`src/rtl/pol_pkg.sv`:
```
// Shared types, codes and widths for the positional ordered list unit.
package pol_pkg;

  // Fixed field widths of the stream words
  localparam int unsigned DataW       = 32;
  localparam int unsigned ActW        = 3;
  localparam int unsigned PosW        = 5;
  localparam int unsigned StatW       = 2;
  localparam int unsigned LenW        = 5;
  localparam int unsigned CapacityDef = 16;

  // Input word packing: value, then position, padded to whole bytes
  localparam int unsigned InDataW  = ((DataW + PosW + 7) / 8) * 8;
  // Output word packing: read value, then length, padded to whole bytes
  localparam int unsigned OutDataW = ((DataW + LenW + 7) / 8) * 8;

  // Action codes
  typedef enum logic [ActW-1:0] {
    ACT_INS_FRONT = 3'd0,
    ACT_INS_BACK  = 3'd1,
    ACT_INS_AT    = 3'd2,
    ACT_READ      = 3'd3,
    ACT_REMOVE    = 3'd4
  } action_e;

  // Result status codes
  typedef enum logic [StatW-1:0] {
    ST_OK    = 2'd0,
    ST_RANGE = 2'd1,
    ST_FULL  = 2'd2
  } status_e;

  // What the cell row does with the current word
  typedef enum logic [1:0] {
    CELL_HOLD   = 2'd0,
    CELL_INSERT = 2'd1,
    CELL_REMOVE = 2'd2
  } cell_op_e;

  typedef struct packed {
    cell_op_e op;
    logic     rd_hit;
  } cell_cmd_t;

endpackage

```
`src/rtl/positional_ordered_list_unit.sv`:
```
// Top level of the positional ordered list unit: ports, stages and length.
//
// Keeps an ordered list of signed 32-bit entries, up to CAPACITY of them.
// Input stream (s_axis): tuser carries the action, tdata carries the value
// and the position. Output stream (m_axis): one word per input word, with
// the read value and the new length in tdata and the status in tuser.
// An accepted word is held in the input register, and its result is
// registered in the output register when the word advances.
// Throughput: one word per cycle while the receiver takes the results;
// every action is a single pass through the decode and the cell row,
// whose cells all load in parallel.
// Reset clears the length and both stage valid flags; entry contents are
// left as they were and are never read before they are written.
// When the receiver stalls, the result stays in the output register and
// one more word is held in the input register; then s_axis_tready drops
// until the output register is taken.
module positional_ordered_list_unit #(
  parameter int unsigned CAPACITY = pol_pkg::CapacityDef
) (
  input  logic                         clk_i,
  input  logic                         rst_ni,
  // Input stream
  input  logic                         s_axis_tvalid,
  output logic                         s_axis_tready,
  input  logic [pol_pkg::InDataW-1:0]  s_axis_tdata,  // value[31:0], position[36:32]
  input  logic [pol_pkg::ActW-1:0]     s_axis_tuser,  // action[2:0]
  // Output stream
  output logic                         m_axis_tvalid,
  input  logic                         m_axis_tready,
  output logic [pol_pkg::OutDataW-1:0] m_axis_tdata,  // read_value[31:0], length[36:32]
  output logic [pol_pkg::StatW-1:0]    m_axis_tuser   // status[1:0]
);
  import pol_pkg::*;

  localparam int unsigned CntW = $clog2(CAPACITY + 1);
  localparam int unsigned IdxW = (CntW > PosW) ? CntW : PosW;

  // Input register
  logic             in_vld_q;
  logic [ActW-1:0]  act_q;
  logic [DataW-1:0] val_q;
  logic [PosW-1:0]  pos_q;

  // List length
  logic [CntW-1:0]  cnt_q;
  logic [CntW-1:0]  cnt_d;

  // Result register
  logic             out_vld_q;
  logic [DataW-1:0] rd_val_q;
  status_e          stat_q;
  logic [LenW-1:0]  len_q;

  status_e          status;
  cell_cmd_t        cmd;
  cell_cmd_t        cmd_en;
  logic [IdxW-1:0]  idx;
  logic [DataW-1:0] rd_data;
  logic             advance;
  logic             in_take;

  assign advance       = in_vld_q && (!out_vld_q || m_axis_tready);
  assign s_axis_tready = !in_vld_q || advance;
  assign in_take       = s_axis_tvalid && s_axis_tready;

  // Input stage
  always_ff @(posedge clk_i or negedge rst_ni) begin
    if (!rst_ni) begin
      in_vld_q <= 1'b0;
    end else if (s_axis_tready) begin
      in_vld_q <= s_axis_tvalid;
    end
  end

  always_ff @(posedge clk_i) begin
    if (in_take) begin
      act_q <= s_axis_tuser;
      val_q <= s_axis_tdata[DataW-1:0];
      pos_q <= s_axis_tdata[DataW+PosW-1:DataW];
    end
  end

  pol_ctrl #(
    .Capacity (CAPACITY),
    .CntW     (CntW),
    .IdxW     (IdxW)
  ) u_ctrl (
    .act_i    (act_q),
    .pos_i    (pos_q),
    .cnt_i    (cnt_q),
    .status_o (status),
    .cnt_d_o  (cnt_d),
    .cmd_o    (cmd),
    .idx_o    (idx)
  );

  // Cells only move when the word actually advances
  always_comb begin
    cmd_en = cmd;
    if (!advance) begin
      cmd_en.op = CELL_HOLD;
    end
  end

  pol_cells #(
    .Capacity (CAPACITY),
    .IdxW     (IdxW)
  ) u_cells (
    .clk_i     (clk_i),
    .en_i      (advance),
    .cmd_i     (cmd_en),
    .idx_i     (idx),
    .value_i   (val_q),
    .rd_data_o (rd_data)
  );

  // Length and result valid
  always_ff @(posedge clk_i or negedge rst_ni) begin
    if (!rst_ni) begin
      cnt_q     <= '0;
      out_vld_q <= 1'b0;
    end else begin
      if (advance) begin
        cnt_q <= cnt_d;
      end
      if (advance) begin
        out_vld_q <= 1'b1;
      end else if (m_axis_tready) begin
        out_vld_q <= 1'b0;
      end
    end
  end

  // Result payload
  always_ff @(posedge clk_i) begin
    if (advance) begin
      rd_val_q <= cmd.rd_hit ? rd_data : '1;
      stat_q   <= status;
      len_q    <= LenW'(cnt_d);
    end
  end

  assign m_axis_tvalid = out_vld_q;
  assign m_axis_tdata  = {{(OutDataW - DataW - LenW){1'b0}}, len_q, rd_val_q};
  assign m_axis_tuser  = stat_q;

`ifndef NO_ASSERTIONS
  // Length never exceeds capacity
  a_cnt_bound: assert property (@(posedge clk_i) disable iff (!rst_ni)
    cnt_q <= CntW'(CAPACITY))
    else $error("list length above capacity");

  // A dropped insert reports a full list
  a_full_len: assert property (@(posedge clk_i) disable iff (!rst_ni)
    (out_vld_q && stat_q == ST_FULL) |-> (len_q == LenW'(CAPACITY)))
    else $error("full status with list not full");

  // Any non-ok result carries all ones as read value
  a_err_val: assert property (@(posedge clk_i) disable iff (!rst_ni)
    (out_vld_q && stat_q != ST_OK) |-> (rd_val_q == '1))
    else $error("error result with read value");

  // Length only changes when a word moves to the output
  a_cnt_move: assert property (@(posedge clk_i) disable iff (!rst_ni)
    !advance |=> $stable(cnt_q))
    else $error("length changed without a word advancing");

  // Stalled input stage keeps its word
  a_in_hold: assert property (@(posedge clk_i) disable iff (!rst_ni)
    !s_axis_tready |-> in_vld_q)
    else $error("input stage empty while not ready");
`endif

endmodule

```
`src/rtl/pol_ctrl.sv`:
```
// Action decode: range and full checks, next length and cell row command.
module pol_ctrl #(
  parameter int unsigned Capacity = pol_pkg::CapacityDef,
  parameter int unsigned CntW     = $clog2(Capacity + 1),
  parameter int unsigned IdxW     = (CntW > pol_pkg::PosW) ? CntW : pol_pkg::PosW
) (
  input  logic [pol_pkg::ActW-1:0] act_i,
  input  logic [pol_pkg::PosW-1:0] pos_i,
  input  logic [CntW-1:0]          cnt_i,
  output pol_pkg::status_e         status_o,
  output logic [CntW-1:0]          cnt_d_o,
  output pol_pkg::cell_cmd_t       cmd_o,
  output logic [IdxW-1:0]          idx_o
);
  import pol_pkg::*;

  localparam logic [IdxW-1:0] CapIdx = IdxW'(Capacity);

  logic [IdxW-1:0] pos_ext;
  logic [IdxW-1:0] cnt_ext;
  logic            full;

  assign pos_ext = IdxW'(pos_i);
  assign cnt_ext = IdxW'(cnt_i);
  assign full    = (cnt_ext >= CapIdx);

  // Decode one action against the current length
  always_comb begin
    status_o     = ST_OK;
    cnt_d_o      = cnt_i;
    cmd_o.op     = CELL_HOLD;
    cmd_o.rd_hit = 1'b0;
    idx_o        = pos_ext;
    unique case (act_i)
      ACT_INS_FRONT, ACT_INS_BACK, ACT_INS_AT: begin
        if (act_i == ACT_INS_FRONT) begin
          idx_o = '0;
        end else if (act_i == ACT_INS_BACK) begin
          idx_o = cnt_ext;
        end
        if (idx_o > cnt_ext) begin
          status_o = ST_RANGE;
        end else if (full) begin
          status_o = ST_FULL;
        end else begin
          cmd_o.op = CELL_INSERT;
          cnt_d_o  = cnt_i + CntW'(1);
        end
      end
      ACT_READ: begin
        if (pos_ext < cnt_ext) begin
          cmd_o.rd_hit = 1'b1;
        end else begin
          status_o = ST_RANGE;
        end
      end
      ACT_REMOVE: begin
        if (pos_ext < cnt_ext) begin
          cmd_o.op = CELL_REMOVE;
          cnt_d_o  = cnt_i - CntW'(1);
        end else begin
          status_o = ST_RANGE;
        end
      end
      default: begin
        status_o = ST_RANGE;
      end
    endcase
  end

endmodule

```
`src/rtl/pol_cells.sv`:
```
// Row of entry cells: each loads itself, a neighbor or the new value.
module pol_cells #(
  parameter int unsigned Capacity = pol_pkg::CapacityDef,
  parameter int unsigned IdxW     = 5
) (
  input  logic                      clk_i,
  input  logic                      en_i,
  input  pol_pkg::cell_cmd_t        cmd_i,
  input  logic [IdxW-1:0]           idx_i,
  input  logic [pol_pkg::DataW-1:0] value_i,
  output logic [pol_pkg::DataW-1:0] rd_data_o
);
  import pol_pkg::*;

  localparam int unsigned AddrW = (Capacity > 1) ? $clog2(Capacity) : 1;

  logic [DataW-1:0] cell_q [Capacity];
  logic [DataW-1:0] cell_d [Capacity];

  // Per-cell next value
  for (genvar i = 0; i < Capacity; i++) begin : g_cell
    localparam logic [IdxW-1:0] MyIdx = IdxW'(i);

    always_comb begin
      cell_d[i] = cell_q[i];
      unique case (cmd_i.op)
        CELL_INSERT: begin
          if (MyIdx == idx_i) begin
            cell_d[i] = value_i;
          end else if (MyIdx > idx_i) begin
            cell_d[i] = cell_q[(i > 0) ? i - 1 : 0];
          end
        end
        CELL_REMOVE: begin
          if ((MyIdx >= idx_i) && (i < Capacity - 1)) begin
            cell_d[i] = cell_q[(i < Capacity - 1) ? i + 1 : i];
          end
        end
        default: begin
          cell_d[i] = cell_q[i];
        end
      endcase
    end

    always_ff @(posedge clk_i) begin
      if (en_i) begin
        cell_q[i] <= cell_d[i];
      end
    end
  end

  // Read port; index is below the length when the read hits
  assign rd_data_o = cell_q[idx_i[AddrW-1:0]];

endmodule
```
`config.mk`:
```
export PLATFORM = sky130hd
export DESIGN_NAME = positional_ordered_list_unit
export DESIGN_NICKNAME = d
export VERILOG_FILES = /design/src/rtl/pol_pkg.sv /design/src/rtl/positional_ordered_list_unit.sv /design/src/rtl/pol_ctrl.sv /design/src/rtl/pol_cells.sv
export SDC_FILE = /design/constraint.sdc
export NUM_CORES = 1
export LEC_CHECK = 0
export BUFFER_PORTS_ARGS = -buffer_cell sky130_fd_sc_hd__buf_2
export CORE_MARGIN = 2
export CORE_UTILIZATION = 45
export CTS_CLUSTER_DIAMETER = 100
export DETAILED_ROUTE_END_ITERATION = 8
export PLACE_DENSITY = 0.67
export SLEW_MARGIN = 20
export SYNTH_ARGS = -nofsm -noshare
export SYNTH_HDL_FRONTEND = slang
export SYNTH_HIERARCHICAL = 1
export SYNTH_SLANG_ARGS = --single-unit
```
`constraint.sdc`:
```
create_clock -name clk_i -period 11.1 [get_ports clk_i]
set_input_delay 1.11 -clock clk_i [delete_from_list [all_inputs] [get_ports clk_i]]
set_output_delay 1.11 -clock clk_i [all_outputs]
set_load 0.03 [all_outputs]
```
==> impl_results.md, run 1 <==
* VDD IR-drop max at about 0.13 mV
* Placed cell count at approximately 4000
* Count leader, synth: edfxtp_1
* Clock Path Buffers at 3
* Worst reg2reg path depth at 16
* Syn. warnings at 6
* Startpoint type of the worst setup path: flop
* Vias in the first global route at 27346
* RSZ-0062 raised after global routing: false
* Fill count at 6718
* Core box area at about 76000 µm²
* CP Capture Type: flop
* Total area of sequential cells at around 18000 µm²
* Setup bufs post-CTS at 0
* DR vias/cell at roughly 7
* Power Density at around 170 nW/µm²
* DRC Markers at 0
* Final setup fails at 0
* Starting density of the core at between 40% and 50%
* Synth unique cells at 67
* Met1 Resource Use GR at between 30% and 40%
* Setup CP Type: reg -> reg
* Top post-synthesis cells by area: edfxtp_1 52%, mux4_2 8.4%, a31oi_1 8.2%
* Layout area overhead at 7.93%
* M3 GR Usage at 6.42%
* Tmin final at ~6.0 ns
* Nets at between 3000 and 4000
* Slew of the pin with the lowest slew margin at ~1.2 ns
* Top cell type's share of synthesized area at between 50% and 60%
* Full die area at between 70000 and 80000 µm²
* DPL Wire Length at 58.2 mm
* Status: finished clean
* Gr usage total at slightly below 30%
* Slew HR at between 15 and 20%
* Endpoints failing hold at 0
* Worst Skew at 0.0380 ns
* Leakage power at between 0.01 and 0.015 µW
* Initial drt markers at about 4800
* Fraction of registers with async set/reset at approximately 1.2%
* CTS resizes at 0
* Routed length per placed instance at between 20 and 30 µm
* Placer Congestion at around 0.80
* Register area share after synthesis at between 50% and 60%
* I/O pin count at 91
* First-pass GRT wire length at about 170 mm
* Clk Tree Root Cell: clkbuf_16
* Largest stage delay on the critical path at approximately 0.85 ns
* CP required at around 11 ns
* H-tree levels at 3
* Worst-path clk slew at around 0.060 ns
* Syn_area_per_cell at about 10 µm²
* Cell with the most instances on the worst path: buf_4
* FF+latch count, synth at between 500 and 600
* Final wirelength at 116 mm
* Max Freq at 166 MHz
* GR Util met2 at between 40% and 50%
* Critical path origin: act_q[2]$_DFFE_PP_
* Finished Cell Area at approximately 37000 µm²
* Dominant cell type by area after synthesis: edfxtp_1
* Global route total overflow at 0
* Vias at a little under 30000
* Post-synth EDFFs at around 600
* Num CTS Buffers at 66
* Share of layout cells above drive strength 1 at between 15 and 20%
* Sink Count at 598
* Clock latency on the worst-skew pair at approximately 0.62 ns
* Slowest CP cell: or2_0
* Layout Cells excl Fill at 4119
* Pin count of the biggest net entering global routing at ~230
* Routed Antenna Nets at 0
* Initial antenna violation count at 5
* Slew Viols, Final at 0
* Synthesized area at roughly 34000 µm²
* Setup TNS at 0 ns
* Multi-input logic area at 14800 µm²
* Top_reg_cell synth: edfxtp_1
* DRT Pass-1 Iters at 7
* Synth cell count leaders: 591 x edfxtp_1, 462 x nor2_1, 451 x nand3_1, 450 x a31oi_1, 424 x o21ai_0
* Fin crit share at 54.3%
* Worst path arrival time at 6.31 ns
* # Max-Cap Violations at 0
* Worst min path class: in -> async
* R2r startpoint: act_q[2]$_DFFE_PP_
* Worst-path fanout max at 35
* Cells along the critical path: or2_0 > nand2_1 > o31ai_1 > ha_1 > nand4_2 > o221ai_2 > a21oi_2 > and2_1 > and3_2 > inv_1 > ha_2 > buf_4 > or2_2 > nand3_1 > nor2_4 > buf_4
* Die Width at around 280 µm
* CTS tree: yes
* Syn Inst Count at roughly 3300
* Hold-fix buffers, CTS at 0
* # port buffers at 84
* Cell Area, Placed at roughly 35000 µm²
* N_diodes at 0
* Die extent in y at between 200 and 300 µm
* Most Crowded Layer GR: met2
* Row count at roughly 100
[layout by cell type, fill, tap and decap left out, types with 4 or more instances in the layout]
cell type	count
o21ai_0	424
mux4_2	128
nor2b_4	4
buf_2	84
nor2_1	455
clkinv_2	13
buf_12	5
inv_1	15
nand2b_1	34
o21ai_1	28
a22oi_1	64
a21oi_4	8
buf_4	55
nand3_1	451
clkinv_1	15
o31ai_1	4
a21o_1	4
nor2_4	9
mux2_1	9
mux2_2	55
a31oi_1	449
ha_1	13
dfrtp_1	7
clkbuf_16	71
mux2_4	5
a21oi_1	6
edfxtp_1	591
nand2_1	48
clkbuf_1	11
[layer usage]
layer / vias up / wire length (µm) / share of wire, %
met5: - / 28 / 0.024
li1: 12218 / - / -
met2: 2319 / 52400 / 45
met3: 340 / 15000 / 13
met1: 14091 / 43300 / 37
met4: 4 / 4820 / 4.2
[sequential cells by signal, indices dropped and copies added (netlist names), 2 cells and up]
signal,cells
m_axis_tuser,2
pos_q,5
rd_val_q,32
act_q,3
len_q,5
u_cells/cell_q,512
cnt_q,5
val_q,32
[path summary, 6_finish.rpt]
path                                               endpoint  slack, ns
max                         u_cells/cell_q[0][14]$_DFFE_PP_       5.07
min                                    in_vld_q$_DFFE_PN0P_       0.33
max reg2reg                 u_cells/cell_q[0][14]$_DFFE_PP_       5.07
min reg2reg                u_cells/cell_q[15][24]$_DFFE_PP_       0.59
max in group asynchronous         m_axis_tvalid$_DFFE_PN0P_      10.62
min in group clk_i         u_cells/cell_q[15][24]$_DFFE_PP_       0.59
[where the power goes]
group	internal (µW)	switching [µW]
Combinational	388	834
Clock	1180	946
Sequential	2660	121
Total	4230	1900
[cell type report]
cell class	instances	share of cell area, %
tap	978	3.31
multi-input combinational	2267	40.1
clock buffer	82	4.92
sequential	598	48.5
clock inverter	32	0.501
inverter	18	0.206
timing repair buffer	144	2.53
[kinds of logic (layout without fill, tap and decap cells)]
logic type	count (synthesis)	count (layout)	synth area share, %
and+or+nand+nor	1037	1037	13.7
AOI/OAI and AO/OA	1011	1011	17.2
DFF	598	598	52.3
buffers and inverters	412	276	5.35
muxes	200	200	10.8
adders and majority gates	14	14	0.511
xor gates and xnor gates	2	2	0.0512
other	1	3	0.0109
[critical path, delay by kind of cell (launching register included)]
family / cells / cell delay (ns)
compound gates: 3 / 0.56
fa+ha+maj: 2 / 0.33
buf+inv: 3 / 1.16
flops: 1 / 0.54
simple gates: 8 / 3.07
[stage by stage]
step | worst slack, ns | util [%] | hold slack (ns) | total power [µW]
final | 5.07 | 48.8 | 0.328 | 6140
after floorplan | 5.75 | - | 0.534 | 3600
after global routing | 4.78 | 48.8 | 0.330 | 6310
after CTS | 5.13 | 48.8 | 0.315 | 6120
after global placement | 5.26 | 46.2 | 0.569 | 3990
after detailed placement | 5.09 | 46.2 | 0.574 | 4010
Power figures use the tool's default switching activity.
==> run 2: changes to the inputs <==
==> constraint.sdc (replaced) <==
create_clock -name clk_i -period 6.3 [get_ports clk_i]
set_input_delay 0.63 -clock clk_i [delete_from_list [all_inputs] [get_ports clk_i]]
set_output_delay 0.63 -clock clk_i [all_outputs]
set_load 0.03 [all_outputs]
==> impl_results.md, run 2 (same netlist as run 1, synthesis figures left out) <==
* N_diodes at 0
* Fill count at approximately 6600
* Most common cell after layout, fill and taps aside: edfxtp_1
* RSZ-0062 raised after global routing: false
* Hold slack at between 0.15 and 0.2 ns
* Row count at between 100 and 150
* Worst Skew at ~0.031 ns
* VDD IR-drop max at ~0.18 mV
* DPL Wire Length at 59.9 mm
* Worst-path fanout max at 21
* Clock latency on the worst-skew pair at 0.63 ns
* I/O pin count at slightly above 90
* Starting density of the core at between 40% and 50%
* Die Width at 280 µm
* Pre-CTS setup slack at around 1.0 ns
* # port buffers at 84
* Setup CP Type: reg -> reg
* First-pass GRT wire length at around 180 mm
* Worst reg2reg path depth at 14
* Routed Antenna Nets at 0
* End of the critical path: u_cells/cell_q[14][6]$_DFFE_PP_
* Layout area overhead at 9.04%
* Pin count of the biggest net entering global routing at 130
* Worst path arrival time at 5.63 ns
* Reg2reg end: u_cells/cell_q[14][6]$_DFFE_PP_
* Clk Tree Root Cell: clkbuf_16
* Final setup fails at 0
* Largest register FFs at roughly 510
* Setup TNS at 0 ns
* H-tree levels at 3
* Routed length per placed instance at around 28 µm
* Worst-path clk slew at ~0.060 ns
* Critical path origin: act_q[2]$_DFFE_PP_
* Vias in the first global route at around 28000
* Slew of the pin with the lowest slew margin at ~1.2 ns
* # Max-Cap Violations at 0
* Core box area at around 76000 µm²
* Initial drt markers at 4163
* Multi-input logic area at 14800 µm²
* Leakage power at about 0.011 µW
* R2r setup slk at ~0.94 ns
* Hold-fix buffers, CTS at 1
* Die extent in y at ~280 µm
* CP Capture Type: flop
* Gr usage total at between 20% and 30%
* Total area of sequential cells at 17900 µm²
* Max Freq at ~190 MHz
* Power Density at 290 nW/µm²
* Global route total overflow at 0
* Slew HR at 20.7%
* Share of layout cells above drive strength 1 at 15.6%
* Slew Viols, Final at 0
* Initial antenna violation count at 8
* Reg with most FFs: u_cells/cell_q
* Placer Congestion at a little over 0.8
* Setup bufs post-CTS at 0
* Status: finished clean
* Tmin final at about 5.4 ns
* Worst min path class: in -> reg
* Endpoints failing hold at 0
* DRT Pass-1 Iters at 7
* Num CTS Buffers at 67
* DR vias/cell at about 7
* DRC Markers at 0
* Startpoint type of the worst setup path: flop
* R2r startpoint: act_q[2]$_DFFE_PP_
* Sink Count at between 500 and 600
* Setup slack after layout at around 0.94 ns
* CP required at roughly 6.6 ns
* CTS resizes at 0
* Largest registers: u_cells/cell_q x512, rd_val_q x32, val_q x32
* Final wirelength at 117 mm
* Clock Path Buffers at 3
* Most frequent cells in the layout: 591 x edfxtp_1, 455 x nor2_1, 451 x nand3_1, 449 x a31oi_1, 424 x o21ai_0
* Full die area at roughly 80000 µm²
* Nets at ~3200
* CTS tree: yes
* Vias at between 20000 and 30000
* Fin crit share at a little under nine tenths
## run 2: cell count changes in the layout (fill, tap and decap cells not counted), moves of 2 or more
cell,delta
buf_12,+23
clkbuf_1,+5
clkinv_2,-3
buf_4,-6
clkbuf_16,-2
## run 2: worst min-delay path by stage
stage | depth (start not counted) | slack (ns) | from | endpoint
floorplan | 0 | 0.33 | rst_ni | cnt_q[0]$_DFFE_PN0P_
detailed placement | 1 | 0.47 | rst_ni | in_vld_q$_DFFE_PN0P_
finish | 1 | 0.18 | s_axis_tdata[7] | val_q[7]$_DFFE_PP_
CTS | 1 | 0.16 | s_axis_tdata[3] | val_q[3]$_DFFE_PP_
global placement | 1 | 0.47 | rst_ni | in_vld_q$_DFFE_PN0P_
global route | 1 | 0.18 | s_axis_tdata[4] | val_q[4]$_DFFE_PP_
## run 2: power by group
part	internal (µW)	switching (µW)	total (µW)	leakage [µW]
sequential	4690	214	4900	0.00538
clock	2040	1690	3740	0.000964
combinational	719	1480	2200	0.00477
total	7450	3390	10800	0.0111
## run 2: layer usage
metal	part of all wire [%]	GRT usage (%)	up-vias	wire length [µm]
met5	0.015	0	-	18
met4	3.8	12.3	2	4420
met3	12	5.29	331	14400
met2	45	45.2	2262	52700
met1	39	40.9	14214	45100
li1	-	-	12271	-
## run 2: area by class of cell
class                   instances  share of cell area [%]
flip-flops and latches        598                    48.0
multi-input cells            2267                    39.6
clock buffers                  85                    4.78
repair buffers                162                    3.64
well taps                     978                    3.28
clock inverters                30                   0.459
inverters                      18                   0.204
## run 2: metrics by stage
step	util [%]	cells	cell area (µm²)	total power [µW]
after floorplan	-	3277	34300	6350
after global placement	46.7	4022	35400	7090
after detailed placement	46.7	4022	35400	7120
after CTS	49.3	4138	37300	10800
after global routing	49.3	4138	37300	11100
final	49.3	4138	37300	10800
## run 2: worst max-delay path: stages (launching register included)
cell,delay [ns]
edfxtp_1,0.54
or2_0,0.81
nand2_1,0.22
o31ai_1,0.12
ha_1,0.31
a211oi_2,0.26
o221ai_2,0.19
a21oi_2,0.25
and2_1,0.17
and3_2,0.19
inv_1,0.04
ha_2,0.23
or2_2,0.49
a21oi_4,0.65
buf_4,0.52
